--- src/nsr_pkg.sv ---
package nsr_pkg;

   // Capacity of the note store
   localparam int MAX_NOTES = 64;
   localparam int ADDR_W    = (MAX_NOTES > 1) ? $clog2(MAX_NOTES) : 1;
   localparam int CNT_W     = 7;
   localparam int QUEUE_DEPTH = 2;
   localparam logic [CNT_W-1:0] MAX_CNT = CNT_W'(MAX_NOTES);

   // Command codes on the request channel
   localparam logic [2:0] CMD_START = 3'd0;
   localparam logic [2:0] CMD_STOP  = 3'd1;
   localparam logic [2:0] CMD_BEGIN = 3'd2;
   localparam logic [2:0] CMD_END   = 3'd3;
   localparam logic [2:0] CMD_PLAY  = 3'd4;

   // Result codes
   localparam logic [2:0] RES_IGNORED   = 3'd0;
   localparam logic [2:0] RES_ACCEPTED  = 3'd1;
   localparam logic [2:0] RES_ZERO      = 3'd2;
   localparam logic [2:0] RES_OVERFLOW  = 3'd3;
   localparam logic [2:0] RES_FULL      = 3'd4;
   localparam logic [2:0] RES_STOP_NONE = 3'd5;
   localparam logic [2:0] RES_STOP_SOME = 3'd6;
   localparam logic [2:0] RES_PLAY      = 3'd7;

   typedef struct packed {
      logic [2:0]         command;
      logic [31:0]        time_ms;
      logic signed [15:0] note_in;
   } nsr_req_type;

   typedef struct packed {
      logic [2:0]         event_res;
      logic signed [15:0] note_out;
      logic [15:0]        duration_ms;
      logic [15:0]        gap_ms;
      logic               is_last;
      logic               recording;
      logic [CNT_W-1:0]   note_count;
      logic               stop_tone;
   } nsr_rsp_type;

   typedef enum logic [2:0] {
      OP_START,
      OP_STOP,
      OP_BEGIN,
      OP_END,
      OP_PLAY,
      OP_NONE
   } nsr_op_type;

   // Classified item as it sits in the queue
   typedef struct packed {
      nsr_op_type         op;
      logic [31:0]        time_ms;
      logic signed [15:0] note;
   } nsr_cmd_type;

endpackage

--- src/nsr_front.sv ---
module nsr_front (
   input  logic                 clock,
   input  logic                 reset,
   input  logic                 req_valid,
   output logic                 req_ready,
   input  nsr_pkg::nsr_req_type req_item,
   output logic                 q_valid,
   output nsr_pkg::nsr_cmd_type q_item,
   input  logic                 q_pop
);

   nsr_pkg::nsr_cmd_type q_ff [nsr_pkg::QUEUE_DEPTH];
   logic       wr_ptr_ff, wr_ptr_in;
   logic       rd_ptr_ff, rd_ptr_in;
   logic [1:0] cnt_ff, cnt_in;
   logic       push, pop;
   nsr_pkg::nsr_cmd_type cls;

   always_comb begin
      cls.time_ms = req_item.time_ms;
      cls.note    = req_item.note_in;
      unique case (req_item.command)
         nsr_pkg::CMD_START: cls.op = nsr_pkg::OP_START;
         nsr_pkg::CMD_STOP:  cls.op = nsr_pkg::OP_STOP;
         nsr_pkg::CMD_BEGIN: cls.op = nsr_pkg::OP_BEGIN;
         nsr_pkg::CMD_END:   cls.op = nsr_pkg::OP_END;
         nsr_pkg::CMD_PLAY:  cls.op = nsr_pkg::OP_PLAY;
         default:            cls.op = nsr_pkg::OP_NONE;
      endcase
   end

   assign req_ready = (cnt_ff != 2'(nsr_pkg::QUEUE_DEPTH));
   assign push      = req_valid && req_ready;
   assign q_valid   = (cnt_ff != 2'd0);
   assign pop       = q_pop && q_valid;
   assign q_item    = q_ff[rd_ptr_ff];

   always_comb begin
      wr_ptr_in = push ? ~wr_ptr_ff : wr_ptr_ff;
      rd_ptr_in = pop  ? ~rd_ptr_ff : rd_ptr_ff;
      cnt_in    = cnt_ff + 2'(push) - 2'(pop);
   end

   always_ff @(posedge clock) begin
      if (reset) begin
         wr_ptr_ff <= 1'b0;
         rd_ptr_ff <= 1'b0;
         cnt_ff    <= 2'd0;
      end else begin
         wr_ptr_ff <= wr_ptr_in;
         rd_ptr_ff <= rd_ptr_in;
         cnt_ff    <= cnt_in;
      end
   end

   always_ff @(posedge clock) begin
      if (push) begin
         q_ff[wr_ptr_ff] <= cls;
      end
   end

endmodule

--- src/nsr_back.sv ---
module nsr_back (
   input  logic                 clock,
   input  logic                 reset,
   input  logic                 q_valid,
   input  nsr_pkg::nsr_cmd_type q_item,
   output logic                 q_pop,
   output logic                 rsp_valid,
   input  logic                 rsp_ready,
   output nsr_pkg::nsr_rsp_type rsp_item
);

   localparam int AW = nsr_pkg::ADDR_W;
   localparam int CW = nsr_pkg::CNT_W;

   typedef enum logic [1:0] {
      ST_IDLE,
      ST_END_FIN,
      ST_PLAY_RD,
      ST_PLAY_EMIT
   } state_type;

   state_type            state_ff, state_in;
   logic                 rec_ff, rec_in;
   logic [31:0]          start_ff, start_in;
   logic [31:0]          nso_ff, nso_in;
   logic [31:0]          prev_ff, prev_in;
   logic [31:0]          end_off_ff, end_off_in;
   logic [15:0]          pend_ff, pend_in;
   logic [CW-1:0]        cnt_ff, cnt_in;
   logic [AW-1:0]        idx_ff, idx_in;
   logic                 rsp_valid_ff, rsp_valid_in;
   nsr_pkg::nsr_rsp_type rsp_ff, rsp_in;

   logic [15:0] note_mem [nsr_pkg::MAX_NOTES];
   logic [15:0] dur_mem  [nsr_pkg::MAX_NOTES];
   logic [15:0] gap_mem  [nsr_pkg::MAX_NOTES];
   logic [15:0] note_rd_ff, dur_rd_ff, gap_rd_ff;

   logic          out_free, load;
   logic [2:0]    res;
   logic          tone;
   logic [31:0]   dur, gap;
   logic [CW-1:0] cnt_inc;
   logic          last;
   logic          wr_entry, wr_gap;
   logic [AW-1:0] wr_idx, gap_idx;

   assign out_free = !rsp_valid_ff || rsp_ready;
   assign dur      = end_off_ff - nso_ff;
   assign gap      = nso_ff - prev_ff;
   assign cnt_inc  = cnt_ff + CW'(1);
   assign last     = ({1'b0, idx_ff} + CW'(1)) == cnt_ff;
   assign wr_idx   = cnt_ff[AW-1:0];
   assign gap_idx  = wr_idx - AW'(1);

   always_comb begin
      state_in   = state_ff;
      rec_in     = rec_ff;
      start_in   = start_ff;
      nso_in     = nso_ff;
      prev_in    = prev_ff;
      end_off_in = end_off_ff;
      pend_in    = pend_ff;
      cnt_in     = cnt_ff;
      idx_in     = idx_ff;
      q_pop      = 1'b0;
      load       = 1'b0;
      res        = nsr_pkg::RES_IGNORED;
      tone       = 1'b0;
      wr_entry   = 1'b0;
      wr_gap     = 1'b0;
      rsp_in     = rsp_ff;

      unique case (state_ff)
         ST_IDLE: begin
            if (q_valid && out_free) begin
               q_pop = 1'b1;
               load  = 1'b1;
               unique case (q_item.op)
                  nsr_pkg::OP_START: begin
                     if (!rec_ff) begin
                        cnt_in   = '0;
                        rec_in   = 1'b1;
                        start_in = q_item.time_ms;
                        res      = nsr_pkg::RES_ACCEPTED;
                     end
                  end
                  nsr_pkg::OP_STOP: begin
                     if (rec_ff) begin
                        rec_in = 1'b0;
                        res    = (cnt_ff == '0) ? nsr_pkg::RES_STOP_NONE
                                                : nsr_pkg::RES_STOP_SOME;
                     end
                  end
                  nsr_pkg::OP_BEGIN: begin
                     if (rec_ff) begin
                        nso_in  = q_item.time_ms - start_ff;
                        pend_in = q_item.note;
                        res     = nsr_pkg::RES_ACCEPTED;
                     end
                  end
                  nsr_pkg::OP_END: begin
                     if (rec_ff) begin
                        end_off_in = q_item.time_ms - start_ff;
                        load       = 1'b0;
                        state_in   = ST_END_FIN;
                     end
                  end
                  nsr_pkg::OP_PLAY: begin
                     if (!rec_ff && cnt_ff != '0 && cnt_ff <= nsr_pkg::MAX_CNT) begin
                        idx_in   = '0;
                        load     = 1'b0;
                        state_in = ST_PLAY_RD;
                     end
                  end
                  nsr_pkg::OP_NONE: begin
                  end
                  default: begin
                  end
               endcase
            end
         end
         ST_END_FIN: begin
            if (out_free) begin
               load     = 1'b1;
               state_in = ST_IDLE;
               if (dur == 32'd0) begin
                  res = nsr_pkg::RES_ZERO;
               end else if (dur[31:16] != 16'd0 || cnt_ff >= nsr_pkg::MAX_CNT) begin
                  rec_in = 1'b0;
                  res    = nsr_pkg::RES_OVERFLOW;
               end else if (cnt_ff != '0 && gap[31:16] != 16'd0) begin
                  rec_in = 1'b0;
                  res    = nsr_pkg::RES_OVERFLOW;
               end else begin
                  wr_entry = 1'b1;
                  wr_gap   = (cnt_ff != '0);
                  prev_in  = end_off_ff;
                  cnt_in   = cnt_inc;
                  if (cnt_inc >= nsr_pkg::MAX_CNT) begin
                     rec_in = 1'b0;
                     tone   = 1'b1;
                     res    = nsr_pkg::RES_FULL;
                  end else begin
                     res = nsr_pkg::RES_ACCEPTED;
                  end
               end
            end
         end
         ST_PLAY_RD: begin
            state_in = ST_PLAY_EMIT;
         end
         ST_PLAY_EMIT: begin
            if (out_free) begin
               if (last) begin
                  state_in = ST_IDLE;
               end else begin
                  idx_in   = idx_ff + AW'(1);
                  state_in = ST_PLAY_RD;
               end
            end
         end
         default: begin
            state_in = ST_IDLE;
         end
      endcase

      if (load) begin
         rsp_in.event_res   = res;
         rsp_in.note_out    = '0;
         rsp_in.duration_ms = '0;
         rsp_in.gap_ms      = '0;
         rsp_in.is_last     = 1'b0;
         rsp_in.recording   = rec_in;
         rsp_in.note_count  = cnt_in;
         rsp_in.stop_tone   = tone;
      end else if (state_ff == ST_PLAY_EMIT && out_free) begin
         rsp_in.event_res   = nsr_pkg::RES_PLAY;
         rsp_in.note_out    = note_rd_ff;
         rsp_in.duration_ms = dur_rd_ff;
         rsp_in.gap_ms      = last ? 16'd0 : gap_rd_ff;
         rsp_in.is_last     = last;
         rsp_in.recording   = rec_ff;
         rsp_in.note_count  = cnt_ff;
         rsp_in.stop_tone   = 1'b0;
      end

      if (load || (state_ff == ST_PLAY_EMIT && out_free)) begin
         rsp_valid_in = 1'b1;
      end else if (rsp_ready) begin
         rsp_valid_in = 1'b0;
      end else begin
         rsp_valid_in = rsp_valid_ff;
      end
   end

   always_ff @(posedge clock) begin
      if (reset) begin
         state_ff     <= ST_IDLE;
         rec_ff       <= 1'b0;
         start_ff     <= '0;
         nso_ff       <= '0;
         prev_ff      <= '0;
         end_off_ff   <= '0;
         pend_ff      <= '1;
         cnt_ff       <= '0;
         idx_ff       <= '0;
         rsp_valid_ff <= 1'b0;
         rsp_ff       <= '0;
      end else begin
         state_ff     <= state_in;
         rec_ff       <= rec_in;
         start_ff     <= start_in;
         nso_ff       <= nso_in;
         prev_ff      <= prev_in;
         end_off_ff   <= end_off_in;
         pend_ff      <= pend_in;
         cnt_ff       <= cnt_in;
         idx_ff       <= idx_in;
         rsp_valid_ff <= rsp_valid_in;
         rsp_ff       <= rsp_in;
      end
   end

   // Entry store: note and duration share a write address, gap trails by one
   always_ff @(posedge clock) begin
      if (wr_entry) begin
         note_mem[wr_idx] <= pend_ff;
         dur_mem[wr_idx]  <= dur[15:0];
      end
      if (wr_gap) begin
         gap_mem[gap_idx] <= gap[15:0];
      end
      note_rd_ff <= note_mem[idx_ff];
      dur_rd_ff  <= dur_mem[idx_ff];
      gap_rd_ff  <= gap_mem[idx_ff];
   end

   assign rsp_valid = rsp_valid_ff;
   assign rsp_item  = rsp_ff;

endmodule

--- src/note_sequence_recorder.sv ---
// Note sequence recorder. Commands (start, stop, note begin, note end, play)
// arrive as items with a millisecond timestamp and enter a two-item queue,
// so the request side keeps flowing until the queue is full while the back
// end is busy or the result side stalls. Each command gives one result
// item, except play, which gives one item per stored entry (is_last on the
// final one). In the back end, start, stop, note begin and ignored commands
// finish in the idle state; note end does the offset subtract, then the
// duration/gap check and store write; play takes the command, then per entry
// does a registered read of the entry store and an emit that waits on result
// stalls. Up to 64 entries are held; unwritten entries are never read by play.
module note_sequence_recorder (
   input  logic                 clock,
   input  logic                 reset,
   // request items
   input  logic                 req_valid,
   output logic                 req_ready,
   input  nsr_pkg::nsr_req_type req_item,
   // result items
   output logic                 rsp_valid,
   input  logic                 rsp_ready,
   output nsr_pkg::nsr_rsp_type rsp_item
);

   logic                 q_valid;
   logic                 q_pop;
   nsr_pkg::nsr_cmd_type q_item;

   // front: accept and decode, queue items
   nsr_front u_front (
      .clock     (clock),
      .reset     (reset),
      .req_valid (req_valid),
      .req_ready (req_ready),
      .req_item  (req_item),
      .q_valid   (q_valid),
      .q_item    (q_item),
      .q_pop     (q_pop)
   );

   // back: recorder state, entry store, play walk and result register
   nsr_back u_back (
      .clock     (clock),
      .reset     (reset),
      .q_valid   (q_valid),
      .q_item    (q_item),
      .q_pop     (q_pop),
      .rsp_valid (rsp_valid),
      .rsp_ready (rsp_ready),
      .rsp_item  (rsp_item)
   );

endmodule
--- config.mk ---
export PLATFORM = sky130hd
export DESIGN_NAME = note_sequence_recorder
export DESIGN_NICKNAME = d
export VERILOG_FILES = /design/src/nsr_pkg.sv /design/src/nsr_front.sv /design/src/nsr_back.sv /design/src/note_sequence_recorder.sv
export SDC_FILE = /design/constraint.sdc
export NUM_CORES = 2
export LEC_CHECK = 0
export BUFFER_PORTS_ARGS = -buffer_cell sky130_fd_sc_hd__buf_2
export CORE_MARGIN = 2
export CORE_UTILIZATION = 40
export CTS_BUF_LIST = sky130_fd_sc_hd__clkbuf_16
export DETAILED_ROUTE_END_ITERATION = 16
export PLACE_DENSITY = 0.56
export RECOVER_POWER = 50
export SETUP_SLACK_MARGIN = 0.4
export SLEW_MARGIN = 10
export SYNTH_ARGS = -nofsm -noshare
export SYNTH_HDL_FRONTEND = slang
export SYNTH_HIERARCHICAL = 1
export SYNTH_SLANG_ARGS = --single-unit
export TNS_END_PERCENT = 1
--- constraint.sdc ---
create_clock -name clock -period 8.6 [get_ports clock]
set_input_delay 1.72 -clock clock [delete_from_list [all_inputs] [get_ports clock]]
set_output_delay 1.72 -clock clock [all_outputs]
set_load 0.01 [all_outputs]
==> results.py <==
metrics = {
    "layout": {
        "post-route-cell-area_sq_mm": 0.154,
        "n_fill_cell": 28200,
        "area_growth_pct": 13.6,
        "nNetsFinal": 7181,
        "register_area_sq_mm": 0.101,
        "layout-drive-gt1-share_pct": 26.0,
        "post-route-util_pct": 45.7,
        "multi_input_area_sq_mm": 0.0339,
    },
    "floorplanning": {
        "dieArea_sq_mm": 0.344,
        "ios": 118,
        "rows": 213,
        "die_y_microns": 586,
        "dieWidth_microns": 586,
        "initial_core_util_pct": 40.3,
        "coreArea_sq_mm": 0.337,
    },
    "grt": {
        "grt_antenna_before_repair": 34,
        "grt_pass1_wl_mm": 494,
        "track_usage_pct": 19.9,
        "grt.overflow.total": 0,
        "grt_max_degree": 111,
        "grt_pass1_vias": 67600,
    },
    "pwr": {
        "p_clk_share_pct": 42.2,
        "comb_power_share_pct": 4.8,
        "leakage_uw": 0.0487,
        "max-vdd-ir-drop_v": 0.000197,
        "switching_share_pct": 21.7,
        "switching_power_uw": 7580,
        "p_total_uw": 34900,
        "internal-power_uw": 27300,
        "power_frac_seq_pct": 52.9,
        "p_per_area_mw_per_mm2": 226,
    },
    "yosys": {
        "netlist.area_leader.share_pct": 70.2,
        "synth_nets": 6830,
        "ys.flop_type": "edfxtp_1",
        "synth_area_leader_cell": "edfxtp_1",
        "yosysUniqueCellTypes": 77,
        "syn_area_sq_mm": 0.136,
        "ys_ff_latch": 3449,
        "seq_area_frac_synth_pct": 74.3,
        "synth_edf_count": 3174,
        "synthCells": 6674,
        "ys_async_sr_fraction_pct": 0,
        "yosys_warnings": 6,
        "synth.avg_cell_area_sq_um": 20.3,
        "synth_area_leaders": "edfxtp_1, mux4_2, dfxtp_1",
    },
    "clock_network": {
        "clk_latency_ns": 0.93,
        "hold_buffers": 0,
        "cts_tree": "yes",
        "root_buffer": "clkbuf_16",
        "cts_sinks": 3449,
        "htreeDepth": 5,
        "postCtsSetupBuffers": 0,
        "post_cts_resize_count": 0,
        "cts_buffer_depth": 4,
        "cts_buffers": 363,
        "path_clk_slew_ns": 0.06,
    },
    "placed_design": {
        "place_area_sq_mm": 0.143,
        "dp_worst_setup_slack_ns": 2.20,
        "place.gp.congestion": 0.869,
        "dp_hpwl_mm": 204,
        "io_buffers": 117,
    },
    "status": {
        "status": "finished, violations left",
        "failed_checks": "capacitance limit, slew limit",
    },
    "sta": {
        "min_period_ns": 7.04,
        "finClkSkew_ns": 0.0670,
        "hold_viol_final": 0,
        "tightest_slew_ns": 4.11,
        "max_clock_freq_mhz": 142,
        "slew_headroom_pct": -174,
        "slew_violations": 2545,
        "finalCritPeriodShare_pct": 81.8,
        "setup_ws_ns": 1.56,
        "grt_setup_unrepaired": "no",
        "setup_viol": 0,
        "fin_setup_tns_ns": 0,
    },
    "critical_path": {
        "worstPathRequired_ns": 9.09,
        "crit_type": "reg2reg",
        "crit_arrival_ns": 7.53,
        "crit_path_end_kind": "flip-flop",
        "cp_max_fo": 65,
        "start_kind": "flip-flop",
    },
    "drt": {
        "first_iter_violations": 7610,
        "drcViolationCount": 0,
        "wire_per_inst_microns": 29.2,
        "vias": 67300,
        "drt-total-wl_mm": 345,
        "first_pass_iters": 5,
        "antenna_left": 0,
        "via_per_inst": 5.68,
    },
    "hold_path": {
        "hp-class": "reg2reg",
    },
    "job": {
        "drv_cap": 40,
    },
}
## power by group through the flow
stage               sequential (uW)  combinational [uW]  clock (uW)
floorplan                     18800                1050           0
global placement              18800                1650           0
global route                  18500                1830       15700
finish                        18500                1690       14700
detailed placement            18800                1680           0
CTS                           18500                1690       15100
## per-stage QoR
step / hold WS [ns] / instances
final: 0.422 / 11800
after global routing: 0.453 / 11800
after CTS: 0.433 / 11800
after detailed placement: 0.432 / 11200
after global placement: 0.427 / 11200
after floorplan: 0.417 / 6674
## cells in the mapped netlist, types with 14 or more instances
cell,instances
a22oi_1,17
nor2_1,249
a21oi_1,219
buf_1,76
nand4_1,19
xor2_1,34
nand3_1,46
nand2b_1,15
and3_1,14
nor4_1,44
o21ai_0,77
inv_1,125
ha_1,98
nand2_1,402
a21o_1,32
edfxtp_1,3174
dfxtp_1,275
mux2_2,64
nor2b_1,23
or3_1,19
o21a_1,23
nor3_1,51
nand3b_1,21
mux2i_1,52
mux4_2,996
a211oi_1,33
clkbuf_1,259
xnor2_1,48
buf_2,14
## routing by layer
metal | vias to the layer above | routed length [microns] | global-route usage (%) | part of all wire (%)
met5 | - | 34 | 0 | 0.0098
met4 | 6 | 6510 | 4.04 | 1.9
met3 | 399 | 25200 | 3.44 | 7.3
met2 | 2384 | 161000 | 31.0 | 47
met1 | 36300 | 153000 | 29.6 | 44
li1 | 28200 | - | - | -
## worst max-delay path: stages (launching register included)
cell	delay, ns
dfxtp_1	0.35
inv_1	0.06
ha_1	0.22
fa_1	0.43
xnor2_2	0.13
clkbuf_1	2.41
or3_1	0.32
nor4_1	0.08
and4b_1	0.24
nand4bb_1	0.15
nand4_1	0.21
nor4_2	0.24
buf_4	0.28
nand4_1	0.51
nor2_2	0.96
## path summary, 6_finish.rpt
check	cells after the start	start	end	slack, ns
min	2	u_back/note_rd_ff[8]	u_back/rsp_item[50]	0.42
min reg2reg	2	u_back/note_rd_ff[8]	u_back/rsp_item[50]	0.42
max reg2reg	14	u_back/end_off_ff[0]	u_back/gap_mem[6][12]	1.56
max	14	u_back/end_off_ff[0]	u_back/gap_mem[6][12]	1.56
## registers in the layout (all words and copies together) (netlist names), 7 cells and up, named ones only
name and cells:
u_back/cnt_ff 7, u_back/dur_mem 1024, u_back/dur_rd_ff 16, u_back/end_off_ff 32
u_back/gap_mem 1024, u_back/gap_rd_ff 16, u_back/note_mem 1024, u_back/note_rd_ff 16
u_back/nso_ff 32, u_back/pend_ff 16, u_back/prev_ff 32, u_back/rsp_item 61
u_back/start_ff 32, u_front/q_ff 102
## logic make-up (layout without fill, tap and decap cells)
logic type	after synthesis	in the layout	synth area share (%)
DFF	3449	3449	74.3
muxes	1113	1113	17.5
and+or+nand+nor	949	949	3.16
AOI/OAI and AO/OA	505	505	2.29
buffers and inverters	475	1122	1.33
adders and majority gates	101	101	0.948
xor gates and xnor gates	82	82	0.529
other	0	8	0
## layout make-up
class,instances,share of cell area (%)
Antenna cell,8,0.0130
Inverter,125,0.304
Multi-Input combinational cell,2750,22.0
Clock inverter,285,1.16
Sequential cell,3449,65.4
Clock buffer,376,6.10
Timing Repair Buffer,336,1.39
Tap cell,4515,3.66
## placed cells by master (no fill, tap or decap), types with 14 or more instances in the layout
cell type	netlist	final
clkbuf_16	0	376
ha_1	98	98
nor2b_1	23	20
nand2_1	402	402
nor4_2	2	34
nor3_2	0	16
nand3_1	46	44
o21ai_0	77	78
a22oi_1	17	17
nor3_1	51	35
mux4_2	996	996
buf_12	0	14
a21oi_1	219	218
buf_2	14	27
a21o_1	32	32
clkinv_1	0	101
o21a_1	23	22
xor2_1	34	25
bufinv_16	0	20
clkbuf_1	259	129
xnor2_1	48	35
dfxtp_1	275	261
edfxtp_1	3174	3174
clkinv_2	0	60
mux2i_1	52	52
nor2_1	249	207
nand2b_1	15	14
nor2_2	0	31
mux2_2	64	64
or3_1	19	19
nand3b_1	21	21
a211oi_1	33	33
buf_4	1	166
inv_1	125	206
nand4_1	19	19
Power figures use the tool's default switching activity.
